===== config.mk =====
export PLATFORM = sky130hd
export DESIGN_NAME = dual_interval_timer_with_status
export DESIGN_NICKNAME = d
export VERILOG_FILES = /design/src/sv/dit_pkg.sv /design/src/sv/dit_core.sv /design/src/sv/dual_interval_timer_with_status.sv
export SDC_FILE = /design/constraint.sdc
export NUM_CORES = 1
export LEC_CHECK = 0
export BUFFER_PORTS_ARGS = -buffer_cell sky130_fd_sc_hd__buf_2
export CAP_MARGIN = 25
export CORE_ASPECT_RATIO = 1.25
export CORE_UTILIZATION = 45
export DETAILED_ROUTE_END_ITERATION = 10
export PLACE_DENSITY = 0.75
export SKIP_LAST_GASP = 1
export SYNTH_ARGS = -nofsm -noshare
export SYNTH_HDL_FRONTEND = slang
export SYNTH_HIERARCHICAL = 1
export SYNTH_SLANG_ARGS = --single-unit

===== constraint.sdc =====
create_clock -name i_clk -period 2.2 [get_ports i_clk]
set_clock_uncertainty 0.1 [all_clocks]
set_input_delay 0.22 -clock i_clk [delete_from_list [all_inputs] [get_ports i_clk]]
set_output_delay 0.22 -clock i_clk [all_outputs]
set_load 0.01 [all_outputs]

===== src/sv/dit_pkg.sv =====
// Package for the dual interval timer with status flags.
// Holds the word types, register addresses, codes and timer constants.
// Used by dit_core and dual_interval_timer_with_status.
package dit_pkg;

    localparam int unsigned CNT_A_W = 10;
    localparam int unsigned CNT_B_W = 8;
    localparam int unsigned PRE_W   = 4;

    localparam logic [CNT_A_W-1:0] A_FULL = 10'd1023;
    localparam logic [CNT_B_W-1:0] B_FULL = 8'd255;

    localparam logic [7:0] ADDR_RELOAD_A_HI = 8'h24;
    localparam logic [7:0] ADDR_RELOAD_A_LO = 8'h25;
    localparam logic [7:0] ADDR_RELOAD_B    = 8'h26;
    localparam logic [7:0] ADDR_CONTROL     = 8'h27;

    localparam int unsigned TMR_A = 0;
    localparam int unsigned TMR_B = 1;

    typedef enum logic {
        OP_TICK  = 1'b0,
        OP_WRITE = 1'b1
    } t_op;

    typedef enum logic [1:0] {
        IRQ_NONE    = 2'd0,
        IRQ_RAISED  = 2'd1,
        IRQ_LOWERED = 2'd2
    } t_irq_change;

    typedef struct packed {
        t_op        operation;
        logic [7:0] register_address;
        logic [7:0] write_data;
    } t_item;

    typedef struct packed {
        t_irq_change irq_change;
        logic [1:0]  status_flags;
    } t_result;

endpackage


===== src/sv/dit_core.sv =====
// Timer state and single-pass item logic for the dual interval timer.
// Updates both counters, the prescaler and the control registers per item.
// Depends on dit_pkg.
module dit_core
    import dit_pkg::*;
#(
    parameter int unsigned B_PRESCALE = 16
) (
    input  logic    i_clk,
    input  logic    i_rst_n,
    input  logic    i_en,
    input  t_item   i_item,
    output t_result o_result
);

    localparam logic [PRE_W:0] PRE_LIMIT = (PRE_W+1)'(B_PRESCALE);

    logic [CNT_A_W-1:0] r_cnt_a,    n_cnt_a;
    logic [CNT_B_W-1:0] r_cnt_b,    n_cnt_b;
    logic [PRE_W-1:0]   r_pre_b,    n_pre_b;
    logic [CNT_A_W-1:0] r_reload_a, n_reload_a;
    logic [CNT_B_W-1:0] r_reload_b, n_reload_b;
    logic [1:0]         r_run,      n_run;
    logic [1:0]         r_en_flag,  n_en_flag;
    logic [1:0]         r_mark,     n_mark;
    logic [1:0]         r_status,   n_status;
    logic               raised;
    logic               lowered;

    always_comb begin
        logic [PRE_W:0] pre_inc;
        logic           wrap;
        pre_inc    = {1'b0, r_pre_b} + (PRE_W+1)'(1);
        wrap       = (pre_inc >= PRE_LIMIT);
        n_cnt_a    = r_cnt_a;
        n_cnt_b    = r_cnt_b;
        n_pre_b    = r_pre_b;
        n_reload_a = r_reload_a;
        n_reload_b = r_reload_b;
        n_run      = r_run;
        n_en_flag  = r_en_flag;
        n_mark     = r_mark;
        n_status   = r_status;
        raised     = 1'b0;
        lowered    = 1'b0;
        unique case (i_item.operation)
            OP_TICK: begin
                if (r_run[TMR_A]) begin
                    if (r_cnt_a != A_FULL) begin
                        n_cnt_a = r_cnt_a + CNT_A_W'(1);
                    end else begin
                        if (r_mark[TMR_A]) begin
                            n_mark[TMR_A] = 1'b0;
                        end else if (r_en_flag[TMR_A]) begin
                            n_status[TMR_A] = 1'b1;
                            raised          = 1'b1;
                        end
                        n_cnt_a = r_reload_a;
                    end
                end
                if (wrap) begin
                    n_pre_b = '0;
                    if (r_run[TMR_B]) begin
                        if (r_cnt_b != B_FULL) begin
                            n_cnt_b = r_cnt_b + CNT_B_W'(1);
                        end else begin
                            if (r_mark[TMR_B]) begin
                                n_mark[TMR_B] = 1'b0;
                            end else if (r_en_flag[TMR_B]) begin
                                n_status[TMR_B] = 1'b1;
                                raised          = 1'b1;
                            end
                            n_cnt_b = r_reload_b;
                        end
                    end
                end else begin
                    n_pre_b = pre_inc[PRE_W-1:0];
                    if (r_mark[TMR_B]) begin
                        n_mark[TMR_B] = 1'b0;
                        n_cnt_b       = r_reload_b;
                    end
                end
            end
            OP_WRITE: begin
                unique case (i_item.register_address)
                    ADDR_RELOAD_A_HI: begin
                        n_reload_a = {i_item.write_data, r_reload_a[1:0]};
                    end
                    ADDR_RELOAD_A_LO: begin
                        n_reload_a = {r_reload_a[CNT_A_W-1:2], i_item.write_data[1:0]};
                    end
                    ADDR_RELOAD_B: begin
                        n_reload_b = i_item.write_data;
                    end
                    ADDR_CONTROL: begin
                        if (i_item.write_data[4]) begin
                            n_status[TMR_A] = 1'b0;
                            lowered         = 1'b1;
                        end
                        if (i_item.write_data[5]) begin
                            n_status[TMR_B] = 1'b0;
                            lowered         = 1'b1;
                        end
                        if (i_item.write_data[0] && !r_run[TMR_A]) begin
                            n_cnt_a       = A_FULL;
                            n_mark[TMR_A] = 1'b1;
                        end
                        if (i_item.write_data[1] && !r_run[TMR_B]) begin
                            n_cnt_b       = B_FULL;
                            n_mark[TMR_B] = 1'b1;
                        end
                        n_run     = i_item.write_data[1:0];
                        n_en_flag = i_item.write_data[3:2];
                    end
                    default: begin
                    end
                endcase
            end
            default: begin
            end
        endcase
    end

    always_comb begin
        o_result.status_flags = n_status;
        priority if (raised) begin
            o_result.irq_change = IRQ_RAISED;
        end else if (lowered) begin
            o_result.irq_change = IRQ_LOWERED;
        end else begin
            o_result.irq_change = IRQ_NONE;
        end
    end

    always_ff @(posedge i_clk) begin
        if (!i_rst_n) begin
            r_cnt_a    <= A_FULL;
            r_cnt_b    <= B_FULL;
            r_pre_b    <= '0;
            r_reload_a <= '0;
            r_reload_b <= '0;
            r_run      <= '0;
            r_en_flag  <= '0;
            r_mark     <= '0;
            r_status   <= '0;
        end else if (i_en) begin
            r_cnt_a    <= n_cnt_a;
            r_cnt_b    <= n_cnt_b;
            r_pre_b    <= n_pre_b;
            r_reload_a <= n_reload_a;
            r_reload_b <= n_reload_b;
            r_run      <= n_run;
            r_en_flag  <= n_en_flag;
            r_mark     <= n_mark;
            r_status   <= n_status;
        end
    end

`ifndef SYNTHESIS
    a_stopped_a_holds: assert property (@(posedge i_clk) disable iff (!i_rst_n)
        i_en && i_item.operation == OP_TICK && !r_run[TMR_A] |=> $stable(r_cnt_a))
        else $error("timer A counter moved while stopped");

    a_arm_loads_full: assert property (@(posedge i_clk) disable iff (!i_rst_n)
        i_en && i_item.operation == OP_WRITE && i_item.register_address == ADDR_CONTROL
        && i_item.write_data[0] && !r_run[TMR_A]
        |=> r_cnt_a == A_FULL && r_mark[TMR_A] && r_run[TMR_A])
        else $error("timer A first load not armed");

    a_raise_has_flag: assert property (@(posedge i_clk) disable iff (!i_rst_n)
        o_result.irq_change == IRQ_RAISED |-> o_result.status_flags != 2'b00)
        else $error("interrupt raised with no status flag set");

    a_prescale_range: assert property (@(posedge i_clk) disable iff (!i_rst_n)
        {1'b0, r_pre_b} < PRE_LIMIT)
        else $error("prescaler out of range");
`endif

endmodule


===== src/sv/dual_interval_timer_with_status.sv =====
// Top level of the dual interval timer with status flags.
// Registers incoming words, runs them through dit_core and holds the result word.
// Depends on dit_pkg and dit_core.
//
//  Channel   Direction  Signals                     Contents
//  s_        in         s_tvalid s_tready s_tdata   tick or register write
//                       s_tuser
//  m_        out        m_tvalid m_tready m_tdata   status flags and interrupt change
//
// One word is accepted per clock while the result register is not stalled.
// The pace is set by the single pass through dit_core between the input and result
// registers. Reset is synchronous and active low, and clears both timers and all flags.
// A stalled result register holds its word and the input register fills behind it,
// after which s_tready falls until the result word is taken.
module dual_interval_timer_with_status
    import dit_pkg::*;
#(
    parameter int unsigned B_PRESCALE = 16
) (
    input  logic        i_clk,
    input  logic        i_rst_n,
    input  logic        s_tvalid,
    output logic        s_tready,
    input  logic [15:0] s_tdata,   // register_address[7:0], write_data[15:8]
    input  logic [0:0]  s_tuser,   // operation[0]
    output logic        m_tvalid,
    input  logic        m_tready,
    output logic [7:0]  m_tdata    // status_flags[1:0], irq_change[3:2], zero[7:4]
);

    logic    r_in_valid;
    t_item   r_in_item;
    logic    r_out_valid;
    t_result r_out;
    t_result core_result;
    logic    out_free;
    logic    advance;

    assign out_free = !r_out_valid || m_tready;
    assign advance  = r_in_valid && out_free;
    assign s_tready = !r_in_valid || out_free;

    always_ff @(posedge i_clk) begin
        if (!i_rst_n) begin
            r_in_valid <= 1'b0;
        end else if (s_tready) begin
            r_in_valid <= s_tvalid;
        end
    end

    always_ff @(posedge i_clk) begin
        if (s_tready && s_tvalid) begin
            r_in_item.operation        <= t_op'(s_tuser[0]);
            r_in_item.register_address <= s_tdata[7:0];
            r_in_item.write_data       <= s_tdata[15:8];
        end
    end

    dit_core #(
        .B_PRESCALE (B_PRESCALE)
    ) u_core (
        .i_clk    (i_clk),
        .i_rst_n  (i_rst_n),
        .i_en     (advance),
        .i_item   (r_in_item),
        .o_result (core_result)
    );

    always_ff @(posedge i_clk) begin
        if (!i_rst_n) begin
            r_out_valid <= 1'b0;
        end else if (out_free) begin
            r_out_valid <= r_in_valid;
        end
    end

    always_ff @(posedge i_clk) begin
        if (advance) begin
            r_out <= core_result;
        end
    end

    assign m_tvalid = r_out_valid;
    assign m_tdata  = {4'b0000, r_out.irq_change, r_out.status_flags};

`ifndef SYNTHESIS
    a_full_when_blocked: assert property (@(posedge i_clk) disable iff (!i_rst_n)
        !s_tready |-> r_in_valid && r_out_valid)
        else $error("input blocked while a stage is empty");

    a_advance_fills_out: assert property (@(posedge i_clk) disable iff (!i_rst_n)
        advance |=> r_out_valid)
        else $error("result word lost after a pass");

    a_reset_empties: assert property (@(posedge i_clk)
        !i_rst_n |=> !r_in_valid && !r_out_valid)
        else $error("pipeline not empty after reset");
`endif

endmodule


==> results of run 1 <==
-- cells in the final DEF, fill, tap and decap left out, types with 6 or more instances in the layout --
cell,count
nand2_1,29
mux2i_1,19
buf_4,22
inv_1,6
nor2b_1,13
a21boi_0,11
dlygate4sd3_1,17
edfxtp_1,21
nand2b_1,11
xnor2_1,6
nor2_1,16
clkbuf_8,9
a21oi_1,6
dfxtp_1,50
buf_2,26
nand3_1,20
o21ai_0,7
-- flip-flops by register name (all words and copies together), names as in the netlist, 4 cells and up --
register,count
u_core/r_pre_b,4
u_core/r_cnt_b,8
u_core/r_reload_b,8
u_core/r_reload_a,10
r_in_item,17
u_core/r_cnt_a,10
m_tdata,4
-- metrics by stage --
| stage | total power, mW | setup slack, ns | TNS [ns] | cell area (sq um) |
|---|---|---|---|---|
| after floorplan | 1.53 | -0.119 | -0.781 | 3410 |
| after global placement | 1.57 | -0.101 | -1.00 | 3680 |
| after detailed placement | 1.57 | -0.138 | -1.53 | 3680 |
| after CTS | 2.66 | -0.132 | -1.26 | 4070 |
| after global routing | 2.75 | -0.248 | -2.05 | 4120 |
| final | 2.65 | -0.170 | -1.24 | 4120 |
-- routing by layer --
layer / vias to the layer above / GRT usage
met5: - / 0
met4: 0 / 0.115
met3: 21 / 0.0583
met2: 79 / 0.354
met1: 1301 / 0.235
li1: 1296 / -
-- what timing repair did --
item / 4_1_cts / 5_1_grt
setup endpoints to repair: 18 / 24
buffers inserted: 0 / 0
hold buffers: 17 / 0
pin swaps: 5 / 4
endpoints found under the hold margin: 17 / 0
cloned: 0 / 1
resized for setup: 5 / 9
-- area by class of cell --
type	instances	area [sq um]	area share
Multi-Input combinational cell	233	1670	0.405
Timing Repair Buffer	66	477	0.116
Inverter	6	22.5	0.00547
Sequential cell	71	1630	0.396
Tap cell	92	115	0.0279
Clock inverter	7	80.1	0.0194
Clock buffer	9	124	0.0301
-- worst max-delay path: cells and delay by family, from the launching register on --
kind	cells	cell delay [ns]
DFF	1	0.39
and+or+nand+nor	3	1.23
AOI/OAI and AO/OA	2	0.52
-- cells by family (layout without fill, tap and decap cells) --
group / after synthesis / after routing / synth area share
other: 1 / 4 / 0.00111
buffers and inverters: 22 / 88 / 0.0488
adder cells (fa/ha/maj): 3 / 3 / 0.0111
AO/OA/AOI/OAI: 62 / 62 / 0.145
flip-flops: 71 / 71 / 0.482
AND/OR/NAND/NOR: 132 / 132 / 0.219
XOR/XNOR: 10 / 10 / 0.0259
multiplexers: 22 / 22 / 0.0662
-- power groups by stage --
stage	Clock [mW]	Sequential (mW)	Combinational (mW)
6_report	1.07	1.40	0.174
3_3_place_gp	0	1.43	0.140
2_1_floorplan	0	1.42	0.104
4_1_cts	1.09	1.40	0.169
3_5_place_dp	0	1.43	0.143
5_1_grt	1.16	1.40	0.189
-- final timing paths --
check | to | startpoint | slack (ns)
max | u_core/r_cnt_b[0] | r_in_item[14] | -0.17
min | r_in_valid | s_tvalid | 0.02
min reg2reg | u_core/r_cnt_a[2] | u_core/r_reload_a[2] | 0.38
max reg2reg | u_core/r_cnt_b[0] | r_in_item[14] | -0.17
==> flow_summary.yaml, run 1 <==
flow_run:
  drv_cap: 0
synth:
  synth_top_area_share: 0.296
  ys_seq_elements: 71
  yosys_warnings: 6
  synth_cells: 323
  synth_top_cell_by_area: "dfxtp_1"
  ys_seq_area_frac: 0.482
  yosys-top-cells-count: "dfxtp_1, nand2_1, edfxtp_1, nand3_1, mux2i_1"
  synthFlopType: "dfxtp_1"
  synth.distinct_cells: 62
  yosysMostFrequentCell: "dfxtp_1"
  ys_async_sr_fraction: 0
  synth_edf_count: 21
  syn_area_sq_mm: 0.00338
  synth.avg_cell_area_sq_um: 10.5
  synth_area_leaders: "dfxtp_1, edfxtp_1, mux2i_1, nand2_1, nand3_1"
floorplan:
  core_area_sq_mm: 0.00731
  die_h_um: 98.9
  die_area_sq_mm: 0.00787
  placement_rows: 35
  io_pins: 31
  die_x_um: 79.5
  initial_utilization: 0.462
sta:
  clock.fmax_mhz: 422
  min_period_ns: 2.37
  fin_hold_ws_ns: 0.0165
  rsz0062_at_grt: "true"
  worst_slew_pin_slew_ns: 0.522
  slew_viol_final: 0
  hold_violations: 0
  slew_headroom: 0.649
  fin_crit_sh: 1.08
  setup_viol: 10
  setup_ws_ns: -0.170
power_and_ir_drop:
  power_frac_comb: 0.066
  seq_power_share: 0.529
  ir_drop_uv: 426
  cellPowerDensity_mw_per_mm2: 642
  p_sw_mw: 0.646
  internal_power_mw: 2.00
  swShare: 0.244
  leakage_nw: 1.64
  p_clk_frac: 0.405
layout:
  n_antenna_cell: 0
  nNetsFinal: 411
  fin_util: 0.563
  area_growth_syn_to_layout_pct: 21.8
  instances_no_fill: 484
  nFillCells: 602
  layout-drive-gt1-share: 0.237
critical_path:
  worstPathCellList: "or4b_4 > or3_4 > a221oi_4 > nor4b_2 > o31ai_1"
  path_class: "reg2reg"
  max_stage_delay_ns: 0.56
  cp-end-kind: "flip-flop"
  arrival_ns: 2.50
  cp_max_fo: 6
  cp.required_ns: 2.33
  critPathSlowestCell: "or4b_4"
  reg2reg_depth: 5
  start_kind: "flip-flop"
global_route:
  antenna_found_initial: 0
  grt_pass1_vias: 2657
  track_usage: 0.210
  overflow: 0
  grt_pass1_wl_mm: 12.5
  grt_max_degree: 26
route:
  wl_per_cell_um: 15.9
  wl_met2_mm: 3.99
  first_pass_iters: 4
  wl_met1_mm: 3.16
  drt-initial-drc-count: 130
  drc: 0
  routed_wl_mm: 7.68
  final_antenna_net_count: 0
  wl_met3_um: 285
  num_vias: 2697
  top_layer_used: "met4"
  viasPerCell: 5.57
outcome:
  status: "finished with violations"
  violations: "negative setup slack"
hold_path:
  min_path_type: "in2reg"
  hold_depth: 3
clock_network:
  cts.sink_count: 71
  numCtsBuffers: 9
  cts_tree: "done"
  insertion_delay_ns: 0.35
  clockBufferDepth: 2
  htreeDepth: 3
  cts.reportedPaths.clkPinSlew_ns: 0.09
  cts-root-buf: "clkbuf_8"
place:
  globalplace.congestion: 0.893
  io_buffers: 26
  hpwlAfterDp_mm: 5.19
  post-place-cells: 450
(Power assumes the default switching activity.)
==> run 2: changes to the inputs <==
--- a/config.mk
+++ b/config.mk
@@ -9,6 +9,7 @@
 export CAP_MARGIN = 25
 export CORE_ASPECT_RATIO = 1.25
 export CORE_UTILIZATION = 45
+export CTS_BUF_LIST = sky130_fd_sc_hd__clkbuf_2
 export DETAILED_ROUTE_END_ITERATION = 10
 export PLACE_DENSITY = 0.75
 export SKIP_LAST_GASP = 1
==> flow_summary.yaml, run 2 (synthesis gave the netlist of run 1 again) <==
global_route:
  grt_max_degree: 26
  grt_pass1_vias: 2653
  grt_pass1_wl_mm: 12.3
  antenna_found_initial: 0
  overflow: 0
  use_met2: 0.352
  grtUsageMet1: 0.233
  track_usage: 0.206
  grt_use_met3: 0.0361
  grt_busiest_layer: "met2"
route:
  num_vias: 2692
  first_pass_iters: 4
  viasPerCell: 5.52
  drt-initial-drc-count: 168
  routed_wl_mm: 7.59
  final_antenna_net_count: 0
  wl_per_cell_um: 15.6
  drc: 0
sta:
  setup_ws_ns: -0.210
  slew_viol_final: 0
  setup_viol: 12
  rsz0062_at_grt: "true"
  fin_crit_sh: 1.10
  fin_hold_ws_ns: 0.289
  slew_headroom: 0.672
  worst_slew_pin_slew_ns: 0.488
  clock.fmax_mhz: 415
  hold_violations: 0
  min_period_ns: 2.41
layout:
  nNetsFinal: 415
  n_antenna_cell: 0
  fin_area_sq_mm: 0.00408
  largest_reg_flops: 17
  layout-drive-gt1-share: 0.240
  largest-register: "r_in_item"
  final_cell_mix: "dfxtp_1, nand2_1, buf_2"
  reg.largest.list: "r_in_item x17, u_core/r_cnt_a x10, u_core/r_reload_a x10"
  area_growth_syn_to_layout_pct: 20.6
  layout_commonest_cell: "dfxtp_1"
clock_network:
  htreeDepth: 3
  cts.reportedPaths.clkPinSlew_ns: 0.25
  cts-root-buf: "clkbuf_2"
  cts_tree: "done"
  numCtsBuffers: 9
  insertion_delay_ns: 0.52
  cts.sink_count: 71
  clockBufferDepth: 2
power_and_ir_drop:
  fin_total_pwr_mw: 2.37
  leakage_nw: 1.62
  cellPowerDensity_mw_per_mm2: 582
  ir_drop_uv: 398
place:
  hpwlAfterDp_mm: 5.19
  dpl_worst_slack_ns: -0.138
  io_buffers: 26
  postPlaceCellArea_sq_mm: 0.00368
  globalplace.congestion: 0.893
critical_path:
  path_class: "reg2reg"
  cp-end-kind: "flip-flop"
  start_kind: "flip-flop"
  arrival_ns: 2.71
  cp.required_ns: 2.50
  cp_max_fo: 6
outcome:
  status: "finished with violations"
  violations: "negative setup slack"
floorplan:
  die_area_sq_mm: 0.00787
  core_area_sq_mm: 0.00731
  initial_utilization: 0.462
  die_h_um: 98.9
  io_pins: 31
  placement_rows: 35
  die_x_um: 79.5
flow_run:
  drv_cap: 0
hold_path:
  min_path_type: "in2reg"
[run 2: path summary, 6_finish.rpt]
check / cells after the start / start / to / slack (ns)
setup / recovery: 5 / r_in_item[14] / u_core/r_cnt_b[4] / -0.21
hold / removal: 2 / s_tdata[0] / r_in_item[8] / 0.29
setup reg to reg: 5 / r_in_item[14] / u_core/r_cnt_b[4] / -0.21
hold reg to reg: 2 / u_core/r_reload_a[2] / u_core/r_cnt_a[2] / 0.39
[run 2: layout make-up]
class | count | area [sq um]
well taps | 92 | 115
repair buffers | 70 | 514
multi-input cells | 233 | 1670
fillers | 616 | 3230
inverters | 6 | 22.5
clock inverters | 7 | 80.1
flip-flops and latches | 71 | 1630
clock buffers | 9 | 45.0
[run 2: worst max-delay path, cell delays in order (launching register included)]
cell,delay [ns]
edfxtp_1,0.44
or4b_4,0.56
or3_4,0.41
a221oi_4,0.41
buf_2,0.24
a41oi_1,0.12
[run 2: power breakdown]
group          internal, mW  switching, mW
logic                0.0922         0.0872
clock network         0.276          0.516
registers              1.38         0.0240
total                  1.75          0.627
[run 2: repair_timing]
item	CTS	global route
buffers inserted	0	0
hold buffers	21	0
endpoints found under the hold margin	25	0
pin swaps	2	7
gates resized for setup	5	9
gates cloned	0	1
setup endpoints to repair	18	34
[run 2: metrics by stage]
stage | utilization | instances | TNS [ns]
after floorplan | - | 326 | -0.781
after global placement | 0.503 | 450 | -1.00
after detailed placement | 0.503 | 450 | -1.53
after CTS | 0.551 | 487 | -1.69
after global routing | 0.558 | 488 | -3.12
final | 0.558 | 488 | -1.67
[run 2: per-layer routing]
layer  up-vias  share of wire
met4         0          0.023
met1      1301           0.42
li1       1311              -
met5         -              0
met3        14          0.028
met2        66           0.53
==> run 3: changes to the inputs <==
--- a/config.mk
+++ b/config.mk
@@ -11,7 +11,8 @@
 export CORE_UTILIZATION = 45
 export CTS_BUF_LIST = sky130_fd_sc_hd__clkbuf_2
 export DETAILED_ROUTE_END_ITERATION = 10
-export PLACE_DENSITY = 0.75
+export PLACE_DENSITY = 0.72
+export SETUP_SLACK_MARGIN = 0.02
 export SKIP_LAST_GASP = 1
 export SYNTH_ARGS = -nofsm -noshare
 export SYNTH_HDL_FRONTEND = slang
==> constraint.sdc (replaced) <==
create_clock -name i_clk -period 2.3 [get_ports i_clk]
set_clock_uncertainty 0.1 [all_clocks]
set_input_delay 0.23 -clock i_clk [delete_from_list [all_inputs] [get_ports i_clk]]
set_output_delay 0.23 -clock i_clk [all_outputs]
set_load 0.01 [all_outputs]
==> flow_summary.yaml, run 3 (synthesis gave the netlist of run 1 again) <==
layout:
  nNetsFinal: 418
  n_antenna_cell: 0
  seq_area_sq_mm: 0.00163
  nFillCells: 623
  multi_input_area_sq_mm: 0.00170
  layout_commonest_cell: "dfxtp_1"
  reg.largest.list: "r_in_item x17, u_core/r_cnt_a x10, u_core/r_reload_a x10"
  fin_util: 0.570
  layout-drive-gt1-share: 0.251
  largest_reg_flops: 17
  area_growth_syn_to_layout_pct: 23.2
  largest-register: "r_in_item"
  final_cell_mix: "dfxtp_1, nand2_1, buf_2"
global_route:
  use_met2: 0.370
  grt_use_met3: 0.0426
  overflow: 0
  track_usage: 0.216
  antenna_found_initial: 0
  grt_pass1_vias: 2673
  grtUsageMet1: 0.257
  grt_max_degree: 39
  grt_busiest_layer: "met2"
  grt_pass1_wl_mm: 12.8
hold_path:
  worstHoldStart: "m_tready"
  min_path_type: "in2reg"
  holdPathEnd: "m_tdata[0]"
  hold_depth: 4
critical_path:
  reg2reg_setup_slack_ns: -0.12
  path_class: "reg2reg"
  r2r-end: "u_core/r_cnt_b[7]"
  crit_family: "simple AND/OR/NAND/NOR gates"
  max_stage_delay_ns: 0.56
  arrival_ns: 2.76
  reg2reg_depth: 7
  reg2reg_from: "r_in_item[15]"
  cp.required_ns: 2.65
  cp_max_fo: 7
  critPathBufInv: 2
  critPathSlowestCell: "or4b_4"
  worstPathCellList: "or4b_4 > or3_4 > a221oi_4 > buf_12 > buf_8 > nor3_2 > a31oi_1"
  start_kind: "flip-flop"
  cp-end-kind: "flip-flop"
  crit_start: "r_in_item[15]"
route:
  num_vias: 2665
  drt-initial-drc-count: 132
  first_pass_iters: 4
  final_antenna_net_count: 0
  viasPerCell: 5.43
  drc: 0
  routed_wl_mm: 7.71
  wl_per_cell_um: 15.7
power_and_ir_drop:
  ir_drop_uv: 489
  leakage_nw: 1.67
  cellPowerDensity_mw_per_mm2: 558
sta:
  min_period_ns: 2.42
  fin_crit_sh: 1.05
  rsz0062_at_grt: "true"
  hold_violations: 0
  slew_headroom: 0.541
  setup_viol: 12
  slew_viol_final: 0
  clock.fmax_mhz: 413
  setup_ws_ns: -0.119
  worst_slew_pin_slew_ns: 0.689
place:
  dpl_worst_slack_ns: -0.105
  globalplace.congestion: 0.926
  io_buffers: 26
  hpwlAfterDp_mm: 5.14
floorplan:
  core_area_sq_mm: 0.00731
  die_h_um: 98.9
  initial_utilization: 0.462
  io_pins: 31
  die_area_sq_mm: 0.00787
  die_x_um: 79.5
  placement_rows: 35
clock_network:
  insertion_delay_ns: 0.51
  cts-root-buf: "clkbuf_2"
  numCtsBuffers: 9
  htreeDepth: 3
  cts_tree: "done"
  cts.sink_count: 71
  cts.reportedPaths.clkPinSlew_ns: 0.20
  clockBufferDepth: 2
flow_run:
  drv_cap: 0
outcome:
  violations: "negative setup slack"
  status: "finished with violations"
[run 3: repair_timing]
item,4_1_cts,5_1_grt
gates resized for setup,12,13
setup endpoints to repair,17,19
gates cloned,0,0
buffers inserted,4,0
pin swaps,11,9
hold buffers,21,0
hold endpoints to repair,19,0
[run 3: worst max-delay path by stage]
stage                     slack (ns)  depth (start not counted)                 to
after global routing           -0.16                          7  u_core/r_cnt_b[1]
after CTS                      -0.12                          7  u_core/r_cnt_b[3]
after global placement         -0.02                          6  u_core/r_cnt_b[2]
final                          -0.12                          7  u_core/r_cnt_b[7]
after floorplan                -0.08                          6  u_core/r_cnt_a[4]
after detailed placement       -0.10                          6  u_core/r_cnt_b[0]
[run 3: metal layers]
metal,part of all wire,up-vias,wire (um)
met3,0.022,10,167
li1,-,1318,-
met4,0.017,0,131
met1,0.43,1287,3330
met5,0,-,0
met2,0.53,50,4080
[run 3: where the power goes]
part	internal (mW)	switching (mW)
Combinational	0.0926	0.0879
Sequential	1.32	0.0228
Clock	0.353	0.449
Total	1.76	0.560
[run 3: through the flow]
step           cell area [sq um]  TNS [ns]  hold slack, ns  total power, mW  instances
4_1_cts                     4090     -1.06           0.181             2.34        491
5_1_grt                     4170     -1.61           0.207             2.41        491
2_1_floorplan               3400    -0.122           0.229             1.46        326
3_5_place_dp                3680    -0.378           0.308             1.51        450
3_3_place_gp                3680   -0.0368           0.307             1.50        450
6_report                    4170    -0.901           0.235             2.32        491
[run 3: area by class of cell]
| type | count | share of cell area |
|---|---|---|
| tap | 92 | 0.0276 |
| timing repair buffer | 73 | 0.135 |
| clock buffer | 9 | 0.0108 |
| clock inverter | 7 | 0.0210 |
| multi-input combinational | 233 | 0.408 |
| sequential | 71 | 0.392 |
| inverter | 6 | 0.00541 |
[run 3: worst min-delay path, stage by stage]
cell and delay, ns:
buf_2 0.11, nor2b_4 0.05, nor2b_2 0.18, buf_4 0.17
